$ cat src/hw/rtl/sbfp_pkg.sv
`timescale 1ns / 1ps

package sbfp_pkg;

   // Default sizing
   localparam int MAX_SAMPLES_DEFAULT       = 64;
   localparam int SAMPLES_PER_FRAME_DEFAULT = 12;

   // Fixed field widths
   localparam int SAMPLE_W = 24;
   localparam int GSIZE_W  = 7;
   localparam int BYTE_W   = 8;

   // Command codes carried on tuser
   localparam logic CMD_APPEND = 1'b0;
   localparam logic CMD_FLUSH  = 1'b1;

   // Frame framing bytes
   localparam logic [BYTE_W-1:0] SYNC_BYTE = 8'h3A;
   localparam logic [BYTE_W-1:0] TYPE_BYTE = 8'h0C;
   localparam logic [BYTE_W-1:0] SUB_BYTE  = 8'h01;
   localparam logic [BYTE_W-1:0] END_BYTE  = 8'h7E;

   // Position of a byte inside the header or inside a sample
   localparam logic [2:0] HDR_SYNC  = 3'd0;
   localparam logic [2:0] HDR_TYPE  = 3'd1;
   localparam logic [2:0] HDR_SUB   = 3'd2;
   localparam logic [2:0] HDR_LEN   = 3'd3;
   localparam logic [2:0] HDR_COUNT = 3'd4;
   localparam logic [2:0] SMP_HI    = 3'd0;
   localparam logic [2:0] SMP_MID   = 3'd1;
   localparam logic [2:0] SMP_LO    = 3'd2;

   // Frame sequencer states
   typedef enum logic [5:0] {
      ST_IDLE  = 6'b000001,
      ST_HEAD  = 6'b000010,
      ST_FETCH = 6'b000100,
      ST_DATA  = 6'b001000,
      ST_SUM   = 6'b010000,
      ST_END   = 6'b100000
   } seq_state_type;

endpackage

$ cat src/hw/rtl/sbfp_sample_mem.sv
`timescale 1ns / 1ps

module sbfp_sample_mem #(
   parameter int DEPTH = sbfp_pkg::MAX_SAMPLES_DEFAULT,
   parameter int WIDTH = sbfp_pkg::SAMPLE_W
) (
   input  logic                     clock,
   input  logic                     wr_en,
   input  logic [$clog2(DEPTH)-1:0] wr_addr,
   input  logic [WIDTH-1:0]         wr_data,
   input  logic                     rd_en,
   input  logic [$clog2(DEPTH)-1:0] rd_addr,
   output logic [WIDTH-1:0]         rd_data
);

   logic [WIDTH-1:0] mem_ff [DEPTH];
   logic [WIDTH-1:0] rd_data_ff;

   // Store one sample
   always_ff @(posedge clock) begin
      if (wr_en) begin
         mem_ff[wr_addr] <= wr_data;
      end
   end

   // Registered read, held until the next read
   always_ff @(posedge clock) begin
      if (rd_en) begin
         rd_data_ff <= mem_ff[rd_addr];
      end
   end

   assign rd_data = rd_data_ff;

endmodule

$ cat src/hw/rtl/sample_buffer_frame_packer_top.sv
`timescale 1ns / 1ps

// Buffers 3-byte samples that arrive in groups and packs them into framed byte
// streams. An append beat (tuser = 0) carries one sample; a group is dropped
// whole when the stored count plus its size would reach MAX_SAMPLES. A flush
// beat (tuser = 1) sends the next frame of up to SAMPLES_PER_FRAME samples:
// sync, type, subtype, length, count, the sample bytes, an 8-bit checksum and
// the end byte, one byte at a time on rsp, with tlast on the end byte. While a
// frame goes out req_tready stays low: five header bytes, then a sample-memory
// read state plus three byte states per sample, then checksum and end byte;
// the block has a single byte lane and one read port on the sample memory. A
// flush with nothing pending emits nothing and empties the buffer; once all
// samples have gone out the buffer is empty again.
module sample_buffer_frame_packer_top #(
   parameter int MAX_SAMPLES       = sbfp_pkg::MAX_SAMPLES_DEFAULT,
   parameter int SAMPLES_PER_FRAME = sbfp_pkg::SAMPLES_PER_FRAME_DEFAULT
) (
   input  logic        clock,
   input  logic        reset,
   input  logic        req_tvalid,
   output logic        req_tready,
   input  logic [31:0] req_tdata,  // sample[23:0], group_size[30:24], group_first[31]
   input  logic        req_tuser,  // cmd[0]
   output logic        rsp_tvalid,
   input  logic        rsp_tready,
   output logic [7:0]  rsp_tdata,  // frame_byte[7:0]
   output logic        rsp_tlast
);

   localparam int CW   = $clog2(MAX_SAMPLES + 1);
   localparam int AW   = $clog2(MAX_SAMPLES);
   localparam int NW   = $clog2(SAMPLES_PER_FRAME + 1);
   localparam int GW   = (CW > sbfp_pkg::GSIZE_W ? CW : sbfp_pkg::GSIZE_W) + 1;
   localparam int CMPW = (CW > NW) ? CW : NW;

   // Input fields
   logic                             cmd;
   logic [sbfp_pkg::SAMPLE_W-1:0]    sample;
   logic [sbfp_pkg::GSIZE_W-1:0]     group_size;
   logic                             group_first;

   assign cmd         = req_tuser;
   assign sample      = req_tdata[23:0];
   assign group_size  = req_tdata[30:24];
   assign group_first = req_tdata[31];

   // State
   sbfp_pkg::seq_state_type          state_ff, state_in;
   logic [CW-1:0]                    count_ff, count_in;
   logic [CW-1:0]                    rp_ff, rp_in;
   logic                             dropping_ff, dropping_in;
   logic [NW-1:0]                    n_ff, n_in;
   logic [NW-1:0]                    sidx_ff, sidx_in;
   logic [2:0]                       bidx_ff, bidx_in;
   logic [AW-1:0]                    addr_ff, addr_in;
   logic [sbfp_pkg::BYTE_W-1:0]      sum_ff, sum_in;
   logic                             out_valid_ff, out_valid_in;
   logic [sbfp_pkg::BYTE_W-1:0]      out_byte_ff, out_byte_in;
   logic                             out_last_ff, out_last_in;

   logic                             accept;
   logic                             drop_now;
   logic                             keep;
   logic [GW-1:0]                    fill_sum;
   logic [CW-1:0]                    remaining;
   logic [CW-1:0]                    rp_next;
   logic [sbfp_pkg::BYTE_W-1:0]      len_byte;
   logic                             emit_valid;
   logic                             fire;
   logic [sbfp_pkg::BYTE_W-1:0]      emit_byte;
   logic                             emit_last;
   logic                             emit_sums;
   logic                             mem_wr_en;
   logic                             mem_rd_en;
   logic [sbfp_pkg::SAMPLE_W-1:0]    mem_rd_data;

   assign req_tready = (state_ff == sbfp_pkg::ST_IDLE);
   assign accept     = req_tvalid && req_tready;

   // Capacity check on a group start; later samples follow the last decision
   assign fill_sum  = GW'(count_ff) + GW'(group_size);
   assign drop_now  = group_first ? (fill_sum >= GW'(MAX_SAMPLES)) : dropping_ff;
   assign keep      = !drop_now && (count_ff < CW'(MAX_SAMPLES - 1));
   assign mem_wr_en = accept && (cmd == sbfp_pkg::CMD_APPEND) && keep;

   // Frame sizing
   assign remaining = count_ff - rp_ff;
   assign rp_next   = rp_ff + CW'(n_ff);
   assign len_byte  = 8'({n_ff, 1'b0}) + 8'(n_ff) + 8'd1;

   // Byte to send in the current state
   always_comb begin
      emit_valid = 1'b0;
      emit_byte  = sbfp_pkg::END_BYTE;
      emit_last  = 1'b0;
      emit_sums  = 1'b0;
      case (state_ff)
         sbfp_pkg::ST_HEAD: begin
            emit_valid = 1'b1;
            emit_sums  = (bidx_ff != sbfp_pkg::HDR_SYNC);
            case (bidx_ff)
               sbfp_pkg::HDR_SYNC:  emit_byte = sbfp_pkg::SYNC_BYTE;
               sbfp_pkg::HDR_TYPE:  emit_byte = sbfp_pkg::TYPE_BYTE;
               sbfp_pkg::HDR_SUB:   emit_byte = sbfp_pkg::SUB_BYTE;
               sbfp_pkg::HDR_LEN:   emit_byte = len_byte;
               sbfp_pkg::HDR_COUNT: emit_byte = 8'(n_ff);
               default:             emit_byte = sbfp_pkg::SYNC_BYTE;
            endcase
         end
         sbfp_pkg::ST_DATA: begin
            emit_valid = 1'b1;
            emit_sums  = 1'b1;
            case (bidx_ff)
               sbfp_pkg::SMP_HI:  emit_byte = mem_rd_data[23:16];
               sbfp_pkg::SMP_MID: emit_byte = mem_rd_data[15:8];
               sbfp_pkg::SMP_LO:  emit_byte = mem_rd_data[7:0];
               default:           emit_byte = mem_rd_data[7:0];
            endcase
         end
         sbfp_pkg::ST_SUM: begin
            emit_valid = 1'b1;
            emit_byte  = sum_ff;
         end
         sbfp_pkg::ST_END: begin
            emit_valid = 1'b1;
            emit_byte  = sbfp_pkg::END_BYTE;
            emit_last  = 1'b1;
         end
         default: begin
            emit_valid = 1'b0;
         end
      endcase
   end

   assign fire      = emit_valid && (!out_valid_ff || rsp_tready);
   assign mem_rd_en = (state_ff == sbfp_pkg::ST_FETCH);

   // Sequencer and buffer bookkeeping
   always_comb begin
      state_in    = state_ff;
      count_in    = count_ff;
      rp_in       = rp_ff;
      dropping_in = dropping_ff;
      n_in        = n_ff;
      sidx_in     = sidx_ff;
      bidx_in     = bidx_ff;
      addr_in     = addr_ff;
      sum_in      = sum_ff;
      case (state_ff)
         sbfp_pkg::ST_IDLE: begin
            if (accept && (cmd == sbfp_pkg::CMD_APPEND)) begin
               dropping_in = drop_now;
               if (keep) begin
                  count_in = count_ff + 1'b1;
               end
            end else if (accept) begin
               if (rp_ff >= count_ff) begin
                  count_in = '0;
                  rp_in    = '0;
               end else begin
                  if (CMPW'(remaining) > CMPW'(SAMPLES_PER_FRAME)) begin
                     n_in = NW'(SAMPLES_PER_FRAME);
                  end else begin
                     n_in = NW'(remaining);
                  end
                  sidx_in  = '0;
                  bidx_in  = sbfp_pkg::HDR_SYNC;
                  addr_in  = AW'(rp_ff);
                  sum_in   = '0;
                  state_in = sbfp_pkg::ST_HEAD;
               end
            end
         end
         sbfp_pkg::ST_HEAD: begin
            if (fire) begin
               if (bidx_ff == sbfp_pkg::HDR_COUNT) begin
                  state_in = sbfp_pkg::ST_FETCH;
               end else begin
                  bidx_in = bidx_ff + 1'b1;
               end
            end
         end
         sbfp_pkg::ST_FETCH: begin
            addr_in  = addr_ff + 1'b1;
            bidx_in  = sbfp_pkg::SMP_HI;
            state_in = sbfp_pkg::ST_DATA;
         end
         sbfp_pkg::ST_DATA: begin
            if (fire) begin
               if (bidx_ff == sbfp_pkg::SMP_LO) begin
                  sidx_in = sidx_ff + 1'b1;
                  if (NW'(sidx_ff + 1'b1) == n_ff) begin
                     state_in = sbfp_pkg::ST_SUM;
                  end else begin
                     state_in = sbfp_pkg::ST_FETCH;
                  end
               end else begin
                  bidx_in = bidx_ff + 1'b1;
               end
            end
         end
         sbfp_pkg::ST_SUM: begin
            if (fire) begin
               state_in = sbfp_pkg::ST_END;
            end
         end
         sbfp_pkg::ST_END: begin
            if (fire) begin
               if (rp_next >= count_ff) begin
                  count_in = '0;
                  rp_in    = '0;
               end else begin
                  rp_in = rp_next;
               end
               state_in = sbfp_pkg::ST_IDLE;
            end
         end
         default: begin
            state_in = sbfp_pkg::ST_IDLE;
         end
      endcase
      // Accumulate the checksum through a byte adder
      if (fire && emit_sums) begin
         sum_in = sum_ff + emit_byte;
      end
   end

   // Output register: load on send, drop on take
   always_comb begin
      out_valid_in = out_valid_ff;
      out_byte_in  = out_byte_ff;
      out_last_in  = out_last_ff;
      if (fire) begin
         out_valid_in = 1'b1;
         out_byte_in  = emit_byte;
         out_last_in  = emit_last;
      end else if (rsp_tready) begin
         out_valid_in = 1'b0;
      end
   end

   // Control registers
   always_ff @(posedge clock) begin
      if (reset) begin
         state_ff     <= sbfp_pkg::ST_IDLE;
         count_ff     <= '0;
         rp_ff        <= '0;
         dropping_ff  <= 1'b0;
         out_valid_ff <= 1'b0;
      end else begin
         state_ff     <= state_in;
         count_ff     <= count_in;
         rp_ff        <= rp_in;
         dropping_ff  <= dropping_in;
         out_valid_ff <= out_valid_in;
      end
   end

   // Payload and working registers
   always_ff @(posedge clock) begin
      n_ff        <= n_in;
      sidx_ff     <= sidx_in;
      bidx_ff     <= bidx_in;
      addr_ff     <= addr_in;
      sum_ff      <= sum_in;
      out_byte_ff <= out_byte_in;
      out_last_ff <= out_last_in;
   end

   sbfp_sample_mem #(
      .DEPTH (MAX_SAMPLES),
      .WIDTH (sbfp_pkg::SAMPLE_W)
   ) u_sample_mem (
      .clock   (clock),
      .wr_en   (mem_wr_en),
      .wr_addr (AW'(count_ff)),
      .wr_data (sample),
      .rd_en   (mem_rd_en),
      .rd_addr (addr_ff),
      .rd_data (mem_rd_data)
   );

   assign rsp_tvalid = out_valid_ff;
   assign rsp_tdata  = out_byte_ff;
   assign rsp_tlast  = out_last_ff;

endmodule
$ cat config.mk
export PLATFORM = sky130hd
export DESIGN_NAME = sample_buffer_frame_packer_top
export DESIGN_NICKNAME = d
export VERILOG_FILES = /design/src/hw/rtl/sbfp_pkg.sv /design/src/hw/rtl/sbfp_sample_mem.sv /design/src/hw/rtl/sample_buffer_frame_packer_top.sv
export SDC_FILE = /design/constraint.sdc
export NUM_CORES = 2
export LEC_CHECK = 0
export ABC_AREA = 1
export BUFFER_PORTS_ARGS = -buffer_cell sky130_fd_sc_hd__buf_2
export CAP_MARGIN = 5
export CELL_PAD_IN_SITES_DETAIL_PLACEMENT = 1
export CELL_PAD_IN_SITES_GLOBAL_PLACEMENT = 1
export CORE_MARGIN = 5
export CORE_UTILIZATION = 45
export DETAILED_ROUTE_END_ITERATION = 8
export MAX_ROUTING_LAYER = met4
export PLACE_DENSITY = 0.76
export SLEW_MARGIN = 20
export SYNTH_ARGS = -nofsm -noshare
export SYNTH_HDL_FRONTEND = slang
export SYNTH_SLANG_ARGS = --single-unit
$ cat constraint.sdc
create_clock -name clock -period 4.9 [get_ports clock]
set_input_delay 0.98 -clock clock [delete_from_list [all_inputs] [get_ports clock]]
set_output_delay 0.98 -clock clock [all_outputs]
set_load 0.01 [all_outputs]
==> reports/metrics.cfg <==
[yosys]
synth-edff-count = 1594
avgSynthCellArea_um2 = 12.7
synthArstFlopShare = 0
synth_cells = 5135
yosysWarnings = 0
yosysTopAreaCellShare = 0.734
ys_ff_latch = 1616
synth_seq_area_share = 0.741
yosys-top-cells-area = edfxtp_1 73%, o21ai_0 6.2%, nor2_1 5.7%
ys_types = 41
synth_area_leader_cell = edfxtp_1
syn_area_um2 = 65200
synthTopCellsByCount = 1594 x edfxtp_1, 991 x nor2_1, 811 x o21ai_0, 381 x nand2_1, 233 x clkbuf_1
yosys.cell_count.top_type = edfxtp_1
ys.flop_type = edfxtp_1

[route]
vias_per_cell = 6.21
wire_per_inst_um = 29.5
drt_first_pass_iters = 5
drt_iter0_drc = 5816
remaining_drc_errors = 0
ant_nets = 0
postRouteWirelength_um = 214000
vias = 45000

[cts]
cts_sinks = 1616
post_cts_buffers = 0
clk_latency_ns = 0.81
h-tree-depth = 4
clk_pin_slew_ns = 0.06
cts_buffers = 164
cts_resized = 0
cts_buffer_depth = 3
hold_buffers = 0
cts_tree = built
root_buffer = clkbuf_16

[grt]
gr-total-overflow = 0
grt_pass1_vias = 45700
grt_max_degree = 146
antenna_found_initial = 10
gr-usage-all-layers = 0.285
grt_first_pass_wirelength_um = 311000

[finish]
drive_above_1_share = 0.104
multi_input_area_um2 = 15600
seqCellArea_um2 = 48300
fin_nets = 5293
utilization = 0.513
syn_to_final_growth_pct = 13.2
n_fill_cell = 14300

[setup_path]
critPathMaxStageDelay_ns = 0.41
regToRegSetupSlack_ns = 1.29
cpMaxStageDelayCell = buf_4
crit_buf_inv = 2
cp-start-kind = register
worstPathArrival_ns = 4.06
crit_path_max_fanout = 24
worst_path_most_repeated_cell = nand2_1
crit_path_cell_trace = ha_1 > fa_1 > nand2_1 > nand2_1 > nand2_1 > nand3_1 > nand2_1 > nand2_1 > nand2_1 > nand2_1 > nor2_1 > nand2_2 > buf_4 > nor3_2 > buf_4
path_class = reg2reg
cp_top_family = simple AND/OR/NAND/NOR gates
end_kind = register
worstPathRequired_ns = 5.35

[timing]
setup_tns_ns = 0
fin_crit_ns = 3.61
slew_headroom = 0.186
grt_setup_unrepaired = false
finalSetupViolCount = 0
slew_viol_final = 0
fmax_ghz = 0.277
fin_ws_ns = 1.29
fin_crit_sh = 0.736
skew_ns = 0.0222
tightest_slew_ns = 1.22
worst_hold_slack_ns = 0.525
finalHoldViolations = 0

[die]
fp.dieW_um = 391
num_io_pins = 48
die_height_um = 391
fp.coreArea_um2 = 144000
num_rows = 139
die_area_um2 = 153000
start_util = 0.453

[placed_design]
gp_congestion = 0.913
hpwlAfterDp_um = 129000
port_buffers = 47
post-place-ws_ns = 0.664

[pwr]
p_leak_nw = 23.9
powerDensity_nw_per_um2 = 599
ir_drop_mv = 0.406

[hold_path]
hp-class = in2reg

[status]
status = finished, final reports clean

[flow_run]
maxCapViolCount = 0

-- cells in the final DEF, fill, tap and decap left out, types with 25 or more instances in the layout --
cell	instances
edfxtp_1	1594
nor2_1	990
o21ai_0	811
nand2_1	375
o22ai_1	208
nand3_1	179
o211ai_1	174
clkbuf_16	166
buf_4	155
a21oi_1	86
inv_1	74
nor3_2	64
nand4_1	63
clkinv_1	47
buf_2	46
ha_1	45
clkinv_2	32
clkbuf_1	25
-- where the power goes --
group,switching [mW],internal (mW),leakage [nW]
sequential,0.262,15.6,14.5
clock,5.45,7.10,2.61
combinational,11.9,3.93,6.79
total,17.7,26.6,23.9
-- cells by family (layout without fill, tap and decap cells) --
family	after synthesis	in the layout	synth area share
AND/OR/NAND/NOR	1705	1705	0.107
flip-flops	1616	1616	0.741
AO/OA/AOI/OAI	1319	1319	0.114
other	1	30	0.0000575
XOR/XNOR	15	15	0.00201
adder cells (fa/ha/maj)	50	50	0.0102
buffers and inverters	429	614	0.0267
-- state kept, by name, summed over array words and instances, names as in the netlist --
signal	cells
addr_ff	6
bidx_ff	3
count_ff	7
dropping_ff	1
n_ff	4
rp_ff	7
rsp_tdata	8
rsp_tlast	1
rsp_tvalid	1
sidx_ff	4
state_ff	6
sum_ff	8
u_sample_mem.mem_ff	1536
u_sample_mem.rd_data	24
-- routing by layer --
metal,up-vias,GRT usage,part of all wire
met2,2437,0.433,0.46
li1,19100,-,-
met4,0,0.118,0.044
met1,23100,0.382,0.40
met5,-,-,0
met3,424,0.0525,0.096
-- worst reg2reg max path: stages, from the launching register on --
cell and delay, ns:
dfxtp_1 0.40, ha_1 0.26, fa_1 0.37, nand2_1 0.09, nand2_1 0.06, nand2_1 0.09
nand3_1 0.07, nand2_1 0.08, nand2_1 0.05, nand2_1 0.08, nand2_1 0.10, nor2_1 0.21
nand2_2 0.39, buf_4 0.41, nor3_2 0.17, buf_4 0.41
-- worst paths after layout --
kind	start	end	depth (start not counted)
setup / recovery	count_ff[0]$_SDFFE_PP0P_	u_sample_mem.mem_ff[31][14]$_DFFE_PP_	15
hold / removal	reset	rp_ff[2]$_SDFFE_PP0P_	2
setup reg to reg	count_ff[0]$_SDFFE_PP0P_	u_sample_mem.mem_ff[31][14]$_DFFE_PP_	15
hold reg to reg	rp_ff[5]$_SDFFE_PP0P_	rp_ff[5]$_SDFFE_PP0P_	2
-- through the flow --
stage,power (mW),area [um2],instances
floorplan,25.1,65300,5158
global placement,31.0,68500,6943
detailed placement,31.5,68500,6943
CTS,44.1,73800,7246
global route,46.1,73800,7250
finish,44.3,73800,7252
-- layout make-up --
| type | count | area share |
|---|---|---|
| multi-input cells | 3113 | 0.211 |
| well taps | 1903 | 0.0322 |
| clock buffers | 191 | 0.0575 |
| repair buffers | 224 | 0.0251 |
| flip-flops and latches | 1616 | 0.654 |
| inverters | 87 | 0.00468 |
| diodes | 6 | 0.000203 |
| clock inverters | 112 | 0.0149 |
No activity file was read; power rests on OpenSTA's default activity.
